$ cat config.mk
export PLATFORM = sky130hd
export DESIGN_NAME = interquartile_mean_filter
export DESIGN_NICKNAME = d
export VERILOG_FILES = /design/src/hw/rtl/iqm_pkg.sv /design/src/hw/rtl/interquartile_mean_filter.sv
export SDC_FILE = /design/constraint.sdc
export NUM_CORES = 1
export LEC_CHECK = 0
export ABC_AREA = 0
export BUFFER_PORTS_ARGS = -buffer_cell sky130_fd_sc_hd__buf_2
export CAP_MARGIN = 20
export CORE_MARGIN = 2
export CORE_UTILIZATION = 60
export DETAILED_ROUTE_END_ITERATION = 8
export GPL_TIMING_DRIVEN = 0
export HOLD_SLACK_MARGIN = 0.05
export PLACE_DENSITY = 0.73
export SYNTH_ARGS = -nofsm -noshare
export SYNTH_HDL_FRONTEND = slang
export SYNTH_SLANG_ARGS = --single-unit
$ cat constraint.sdc
create_clock -name aclk -period 4.5 [get_ports aclk]
set_input_delay 0.9 -clock aclk [delete_from_list [all_inputs] [get_ports aclk]]
set_output_delay 0.9 -clock aclk [all_outputs]
set_load 0.005 [all_outputs]
$ cat src/hw/rtl/iqm_pkg.sv
// Shared constants and types for the interquartile mean filter.
package iqm_pkg;

    // Block size and the field widths of one beat.
    localparam int BLOCK_SAMPLES = 64;
    localparam int SAMPLE_W      = 12;
    localparam int SUM_W         = 17;

    // Sorted window bounds and the divisor, as truncated quotients.
    localparam int LO_IDX   = BLOCK_SAMPLES / 4;
    localparam int HI_IDX   = (BLOCK_SAMPLES * 3) / 4;
    localparam int HALF     = BLOCK_SAMPLES / 2;
    localparam int WIN_CNT  = HI_IDX - LO_IDX;

    // The block size is a power of two, so dividing by half of it is a right shift.
    localparam int HALF_SH  = $clog2(HALF);

    // Store index and fill count widths.
    localparam int IDX_W = $clog2(BLOCK_SAMPLES);
    localparam int CNT_W = $clog2(BLOCK_SAMPLES + 1);

    // Accumulator wide enough for the full window sum and for the output field.
    localparam int ACC_RAW_W = SAMPLE_W + $clog2(WIN_CNT);
    localparam int ACC_W     = (ACC_RAW_W > SUM_W) ? ACC_RAW_W : SUM_W;

    // Stream data widths, padded to whole bytes.
    localparam int S_TDATA_W = ((SAMPLE_W + 7) / 8) * 8;
    localparam int M_TDATA_W = ((SUM_W + SAMPLE_W + 7) / 8) * 8;
    localparam int M_PAD_W   = M_TDATA_W - SUM_W - SAMPLE_W;

    // Sequencer states.
    typedef enum logic [5:0] {
        ST_IDLE      = 6'b000001,
        ST_SHIFT     = 6'b000010,
        ST_PLACE     = 6'b000100,
        ST_SUM_START = 6'b001000,
        ST_SUM       = 6'b010000,
        ST_DONE      = 6'b100000
    } iqm_state_t;

endpackage

$ cat src/hw/rtl/interquartile_mean_filter.sv
// Interquartile mean filter: insertion sort into a block store, window sum and mean.
//
// Usage: each beat on the s_ channel carries one 12-bit ADC sample. Samples are
// inserted in ascending order into a 64-entry store as they arrive. After every
// 64th sample the block sums sorted entries 16 to 47 and divides the sum by 32,
// then puts one beat on the m_ channel holding the sum and the truncated mean.
// Intermediate samples produce no output beat.
// Flow control: s_tready is high only while the sequencer is idle. Inserting a
// sample writes it straight to the first entry when the store is empty; otherwise
// the sequencer reads the stored entries from the top down, moving each larger one
// up one place, and then writes the sample. The store takes one read and one write a cycle.
// The last sample of a block is followed by the window sum (one store read
// per entry) and the load of the output register; the mean is the sum shifted
// right, as the divisor is a power of two.
// The output register holds a result until it is taken; the next block may be
// collected meanwhile, and only the following result waits for the register.
// Reset (aresetn low, synchronous) empties the block and drops any pending
// output beat; the store contents are not cleared, as no entry is read before
// it is written.
module interquartile_mean_filter (
    input  logic                          aclk,
    input  logic                          aresetn,
    input  logic                          s_tvalid,
    output logic                          s_tready,
    input  logic [iqm_pkg::S_TDATA_W-1:0] s_tdata,   // [11:0] sample
    output logic                          m_tvalid,
    input  logic                          m_tready,
    output logic [iqm_pkg::M_TDATA_W-1:0] m_tdata    // [16:0] middle_sum, [28:17] mean_value
);
    import iqm_pkg::*;

    // Sorted sample store.
    logic [SAMPLE_W-1:0] store_mem [BLOCK_SAMPLES];

    iqm_state_t          state_reg, state_next;
    logic [CNT_W-1:0]    fill_reg, fill_next;
    logic [IDX_W-1:0]    pos_reg, pos_next;
    logic [SAMPLE_W-1:0] val_reg, val_next;
    logic [CNT_W-1:0]    cnt_reg, cnt_next;
    logic [ACC_W-1:0]    acc_reg, acc_next;
    logic                m_valid_reg, m_valid_next;
    logic [SUM_W-1:0]    m_sum_reg, m_sum_next;
    logic [SAMPLE_W-1:0] m_mean_reg, m_mean_next;

    logic                wr_en;
    logic [IDX_W-1:0]    wr_addr;
    logic [SAMPLE_W-1:0] wr_data;
    logic                rd_en;
    logic [IDX_W-1:0]    rd_addr;
    logic [SAMPLE_W-1:0] rd_data_reg;

    logic [ACC_W-1:0]    mean_full;
    logic [CNT_W-1:0]    fill_inc;

    assign s_tready = (state_reg == ST_IDLE);
    assign m_tvalid = m_valid_reg;
    assign m_tdata  = {{M_PAD_W{1'b0}}, m_mean_reg, m_sum_reg};

    // Mean of the window: the sum divided by half the block size.
    assign mean_full = acc_reg >> HALF_SH;
    assign fill_inc  = fill_reg + CNT_W'(1);

    // Sequencer.
    always_comb begin
        state_next   = state_reg;
        fill_next    = fill_reg;
        pos_next     = pos_reg;
        val_next     = val_reg;
        cnt_next     = cnt_reg;
        acc_next     = acc_reg;
        m_valid_next = m_valid_reg;
        m_sum_next   = m_sum_reg;
        m_mean_next  = m_mean_reg;
        wr_en        = 1'b0;
        wr_addr      = pos_reg;
        wr_data      = val_reg;
        rd_en        = 1'b0;
        rd_addr      = pos_reg;

        if (m_valid_reg && m_tready) begin
            m_valid_next = 1'b0;
        end

        case (state_reg)
            ST_IDLE: begin
                if (s_tvalid) begin
                    val_next = s_tdata[SAMPLE_W-1:0];
                    pos_next = fill_reg[IDX_W-1:0];
                    if (fill_reg == '0) begin
                        // Empty block: the sample goes straight to the first entry.
                        wr_en     = 1'b1;
                        wr_addr   = '0;
                        wr_data   = s_tdata[SAMPLE_W-1:0];
                        fill_next = fill_inc;
                    end else begin
                        rd_en      = 1'b1;
                        rd_addr    = fill_reg[IDX_W-1:0] - IDX_W'(1);
                        state_next = ST_SHIFT;
                    end
                end
            end

            ST_SHIFT: begin
                wr_en = 1'b1;
                if (rd_data_reg > val_reg) begin
                    // Move the larger entry up one place and look further down.
                    wr_data  = rd_data_reg;
                    pos_next = pos_reg - IDX_W'(1);
                    if (pos_reg == IDX_W'(1)) begin
                        state_next = ST_PLACE;
                    end else begin
                        rd_en   = 1'b1;
                        rd_addr = pos_reg - IDX_W'(2);
                    end
                end else begin
                    fill_next  = fill_inc;
                    state_next = (fill_inc == CNT_W'(BLOCK_SAMPLES)) ? ST_SUM_START
                                                                      : ST_IDLE;
                end
            end

            ST_PLACE: begin
                wr_en      = 1'b1;
                fill_next  = fill_inc;
                state_next = (fill_inc == CNT_W'(BLOCK_SAMPLES)) ? ST_SUM_START : ST_IDLE;
            end

            ST_SUM_START: begin
                acc_next   = '0;
                rd_en      = 1'b1;
                rd_addr    = IDX_W'(LO_IDX);
                cnt_next   = CNT_W'(LO_IDX + 1);
                state_next = ST_SUM;
            end

            ST_SUM: begin
                // Add the entry read last cycle and, until the window end, fetch the next one.
                acc_next = acc_reg + ACC_W'(rd_data_reg);
                if (cnt_reg == CNT_W'(HI_IDX)) begin
                    state_next = ST_DONE;
                end else begin
                    rd_en    = 1'b1;
                    rd_addr  = cnt_reg[IDX_W-1:0];
                    cnt_next = cnt_reg + CNT_W'(1);
                end
            end

            ST_DONE: begin
                // Load the output register once the previous beat has gone.
                if (!m_valid_reg || m_tready) begin
                    m_valid_next = 1'b1;
                    m_sum_next   = acc_reg[SUM_W-1:0];
                    m_mean_next  = mean_full[SAMPLE_W-1:0];
                    fill_next    = '0;
                    state_next   = ST_IDLE;
                end
            end

            default: begin
                state_next = ST_IDLE;
            end
        endcase
    end

    // Control registers.
    always_ff @(posedge aclk) begin
        if (!aresetn) begin
            state_reg   <= ST_IDLE;
            fill_reg    <= '0;
            m_valid_reg <= 1'b0;
        end else begin
            state_reg   <= state_next;
            fill_reg    <= fill_next;
            m_valid_reg <= m_valid_next;
        end
    end

    // Datapath registers.
    always_ff @(posedge aclk) begin
        pos_reg    <= pos_next;
        val_reg    <= val_next;
        cnt_reg    <= cnt_next;
        acc_reg    <= acc_next;
        m_sum_reg  <= m_sum_next;
        m_mean_reg <= m_mean_next;
    end

    // Store write port and registered read port.
    always_ff @(posedge aclk) begin
        if (wr_en) begin
            store_mem[wr_addr] <= wr_data;
        end
        if (rd_en) begin
            rd_data_reg <= store_mem[rd_addr];
        end
    end

endmodule

==> summary.log <==
INFO  setup_path     path_max_fanout=10
INFO  route          postRouteWirelength=101mm
INFO  final_layout   layout.nets=2970
INFO  hold_path      timing.hold.worst.class=primary input to flip-flop
INFO  synthesis      main_synth_ff_type=sky130_fd_sc_hd__edfxtp_1
INFO  placed_design  place.detailed.instances=3564
INFO  timing         tightestPinTransition=1100ps
INFO  clock_network  clock-sinks=853
INFO  synthesis      ys_seq_area_frac=0.708
INFO  status         outcome=finished with violations
INFO  final_layout   num-fill-cells=3888
INFO  clock_network  clockRootBuffer=sky130_fd_sc_hd__clkbuf_16
INFO  floorplan      die_footprint=0.0619mm^2
INFO  clock_network  cts_hold_repair.buffers=0
INFO  final_layout   fin_cells=3756
INFO  global_route   total_congestion_overflow=0
INFO  timing         fin_crit_sh=1.01
INFO  synthesis      synth.cells.most_frequent=sky130_fd_sc_hd__edfxtp_1 (839), sky130_fd_sc_hd__nand2_1 (622), sky130_fd_sc_hd__nand3_1 (211), sky130_fd_sc_hd__a311oi_1 (120), sky130_fd_sc_hd__nor2_1 (112)
INFO  clock_network  cts-buffers-inserted=84
INFO  pwr            peakVddDrop=0.000423V
INFO  synthesis      synth.top_cells.by_area=sky130_fd_sc_hd__edfxtp_1 (70%), sky130_fd_sc_hd__nand2_1 (6.5%), sky130_fd_sc_hd__nand3_1 (2.9%), sky130_fd_sc_hd__a311oi_1 (2.9%), sky130_fd_sc_hd__a211oi_1 (1.8%)
INFO  route          wl_per_cell=27.0um
INFO  timing         layout_setup_ws=-48.2ps
INFO  timing         timing.slew.headroom=0.265
INFO  placed_design  buffer_ports.inserted=46
INFO  setup_path     setup.worst_path.end_class=flip-flop
INFO  synthesis      cell_with_the_most_instances_after_synthesis=sky130_fd_sc_hd__edfxtp_1
INFO  timing         timing.final.hold_violations=0
INFO  global_route   antenna_found_initial=0
INFO  timing         grt_setup_unrepaired=yes
INFO  setup_path     timing.critical_path.from=rd_data_reg[7]
INFO  timing         finalSetupViolCount=1
INFO  final_layout   largest_register_ffs=768
INFO  synthesis      netlist_instances=2716
INFO  floorplan      die_x=249um
INFO  synthesis      netlist.top_cell.by_area=sky130_fd_sc_hd__edfxtp_1
INFO  floorplan      design.core.area=0.0591mm^2
INFO  floorplan      die_y=249um
INFO  clock_network  htree_num_levels=3
INFO  global_route   grt_pass1_vias=23100
INFO  timing         max_clock_freq=220MHz
INFO  setup_path     worst-endpoint-arrival=5000ps
INFO  clock_network  clk_latency=660ps
INFO  synthesis      post_synth.cell_area_avg=13.2um^2
INFO  timing         final.setup.tns=-48.2ps
INFO  timing         min_period=4550ps
INFO  synthesis      synth_top_cell_area_share=0.700
INFO  setup_path     critical_path.startpoint_type=flip-flop
INFO  floorplan      initial_core_utilization=0.608
INFO  setup_path     worst-setup-path-type=flip-flop to flip-flop
INFO  placed_design  placed_cell_area=0.0376mm^2
INFO  final_layout   final_cell_area=0.0413mm^2
INFO  clock_network  tritoncts_clock_tree=yes
INFO  floorplan      ios=54
INFO  clock_network  clk_transition_reported_paths=60ps
INFO  global_route   grt_start_max_net_pins=51
INFO  synthesis      synthDistinctLibCells=73
INFO  final_layout   area_overhead_vs_synth=14.8%
INFO  final_layout   final_core_utilization=0.699
INFO  pwr            power_leakage=14.3nW
INFO  route          routed-via-count=24500
INFO  setup_path     worstRegToRegCells=14
INFO  synthesis      syn_area=0.0360mm^2
INFO  synthesis      post_synthesis_sequential_element_count=853
INFO  clock_network  max-clock-path-buffers=3
INFO  placed_design  hpwlAfterDp=67.5mm
INFO  timing         clock-skew-final=25.3ps
INFO  route          route.detailed.drc=0
INFO  final_layout   drive_above_1_share=0.177
INFO  hold_path      worst_hold_startpoint=s_tdata[3]
INFO  synthesis      post_synth_edffs=839
INFO  timing         drv_slew=0
INFO  global_route   grt_first_pass_wirelength=148mm
INFO  route          avgViaCountPerCell=6.53
INFO  placed_design  place.gp.congestion=0.924
INFO  final_layout   antenna_cells=0
INFO  route          detail_route.first_pass.iterations=6
INFO  setup_path     worst-endpoint-required=4950ps
INFO  floorplan      placement_rows=89
INFO  job            maximum_capacitance_violations=0
INFO  route          postRouteAntennaNets=0
INFO  route          drtIter0Drc=3551
INFO  global_route   groute.usage.overall=0.322
INFO  synthesis      ys_warn_count=0
INFO  status         violations=setup timing
INFO  hold_path      hold_path_depth=1
INFO  synthesis      postSynth.asyncResetShare=0
INFO  setup_path     worstReg2RegStart=rd_data_reg[7]
INFO  pwr            power.density_cell_area=716mW/mm^2
INFO  placed_design  place_worst_setup_slack=-806ps
==> layout make-up <==
type / count / area (um^2) / share of cell area
sequential: 853 / 25500 / 0.616
timing repair buffer: 113 / 947 / 0.0229
clock inverter: 49 / 562 / 0.0136
inverter: 48 / 180 / 0.00436
buffer: 196 / 1100 / 0.0267
clock buffer: 103 / 2220 / 0.0536
multi-input combinational: 1621 / 9870 / 0.239
tap: 773 / 967 / 0.0234
==> critical path: stages, from the launching register on <==
cell and delay [ps]:
sky130_fd_sc_hd__edfxtp_1 450, sky130_fd_sc_hd__ha_1 340, sky130_fd_sc_hd__nand4_1 160, sky130_fd_sc_hd__nor4_1 80, sky130_fd_sc_hd__buf_2 180, sky130_fd_sc_hd__a2111oi_2 390, sky130_fd_sc_hd__a21bo_2 320, sky130_fd_sc_hd__or3_1 430
sky130_fd_sc_hd__a221o_2 500, sky130_fd_sc_hd__clkbuf_2 280, sky130_fd_sc_hd__a311oi_2 400, sky130_fd_sc_hd__o21ai_1 150, sky130_fd_sc_hd__nand3_1 290, sky130_fd_sc_hd__nor2_1 110, sky130_fd_sc_hd__o21ai_1 240
==> stage by stage <==
step	hold WS, ps	power (mW)
finish	454	29.6
global placement	444	20.9
global route	451	30.5
CTS	429	28.9
detailed placement	451	21.3
floorplan	433	16.7
==> per-layer routing <==
metal  GRT usage  wire length (um)
met1       0.450             38900
met2       0.505             46800
met3      0.0634             11400
met4       0.129              4340
met5           0                 0
==> where the power goes <==
| part | switching [mW] | leakage [nW] | internal, mW | total [mW] |
|---|---|---|---|---|
| combinational | 8.85 | 5.34 | 3.73 | 12.6 |
| clock | 2.99 | 1.33 | 4.15 | 7.14 |
| sequential | 0.0938 | 7.67 | 9.79 | 9.88 |
| total | 11.9 | 14.3 | 17.7 | 29.6 |
==> cell families (layout without fill, tap and decap cells) <==
kind of cell               after synthesis  in the layout  share of synthesized area
AOI/OAI and AO/OA                      392            392                     0.0829
xor gates and xnor gates                21             21                    0.00511
adders and majority gates               33             33                     0.0117
buffers and inverters                  244            509                     0.0333
DFF                                    853            853                      0.708
muxes                                   41             41                     0.0203
other                                    1              3                   0.000104
and+or+nand+nor                       1131           1131                      0.139
==> cells in the final DEF, fill, tap and decap left out, drive strengths merged, types with 7 or more instances in the layout <==
master / synthesis / routed
nor2b: 11 / 11
clkinvlp: 0 / 8
nor3: 33 / 33
and3: 88 / 88
xor2: 9 / 9
clkbuf: 75 / 183
nor2: 112 / 112
dfxtp: 14 / 14
and2: 8 / 8
a311oi: 121 / 121
a211oi: 89 / 89
o21ai: 58 / 58
nand3: 211 / 211
bufinv: 0 / 11
mux4: 24 / 24
mux2: 13 / 13
edfxtp: 839 / 839
a21oi: 38 / 38
a222oi: 11 / 11
o22ai: 14 / 14
xnor2: 12 / 12
nand3b: 7 / 7
buf: 121 / 229
a31oi: 14 / 14
clkinv: 0 / 27
ha: 32 / 32
or3: 10 / 10
a31o: 12 / 12
nand2: 623 / 623
inv: 48 / 51
==> what timing repair did <==
item                                    4_1_cts  5_1_grt
cloned                                        0        0
pin swaps                                     3        7
endpoints found under the setup margin      627      474
resized for setup                            90       52
buffers inserted                             10        5
==> worst paths after layout <==
path	slack (ps)	end
worst min-delay path	450	val_reg[3]
worst max-delay path	-50	rd_data_reg[9]
worst max register to register	-50	rd_data_reg[9]
worst min register to register	460	m_sum_reg[0]
(Power assumes the default switching activity.)
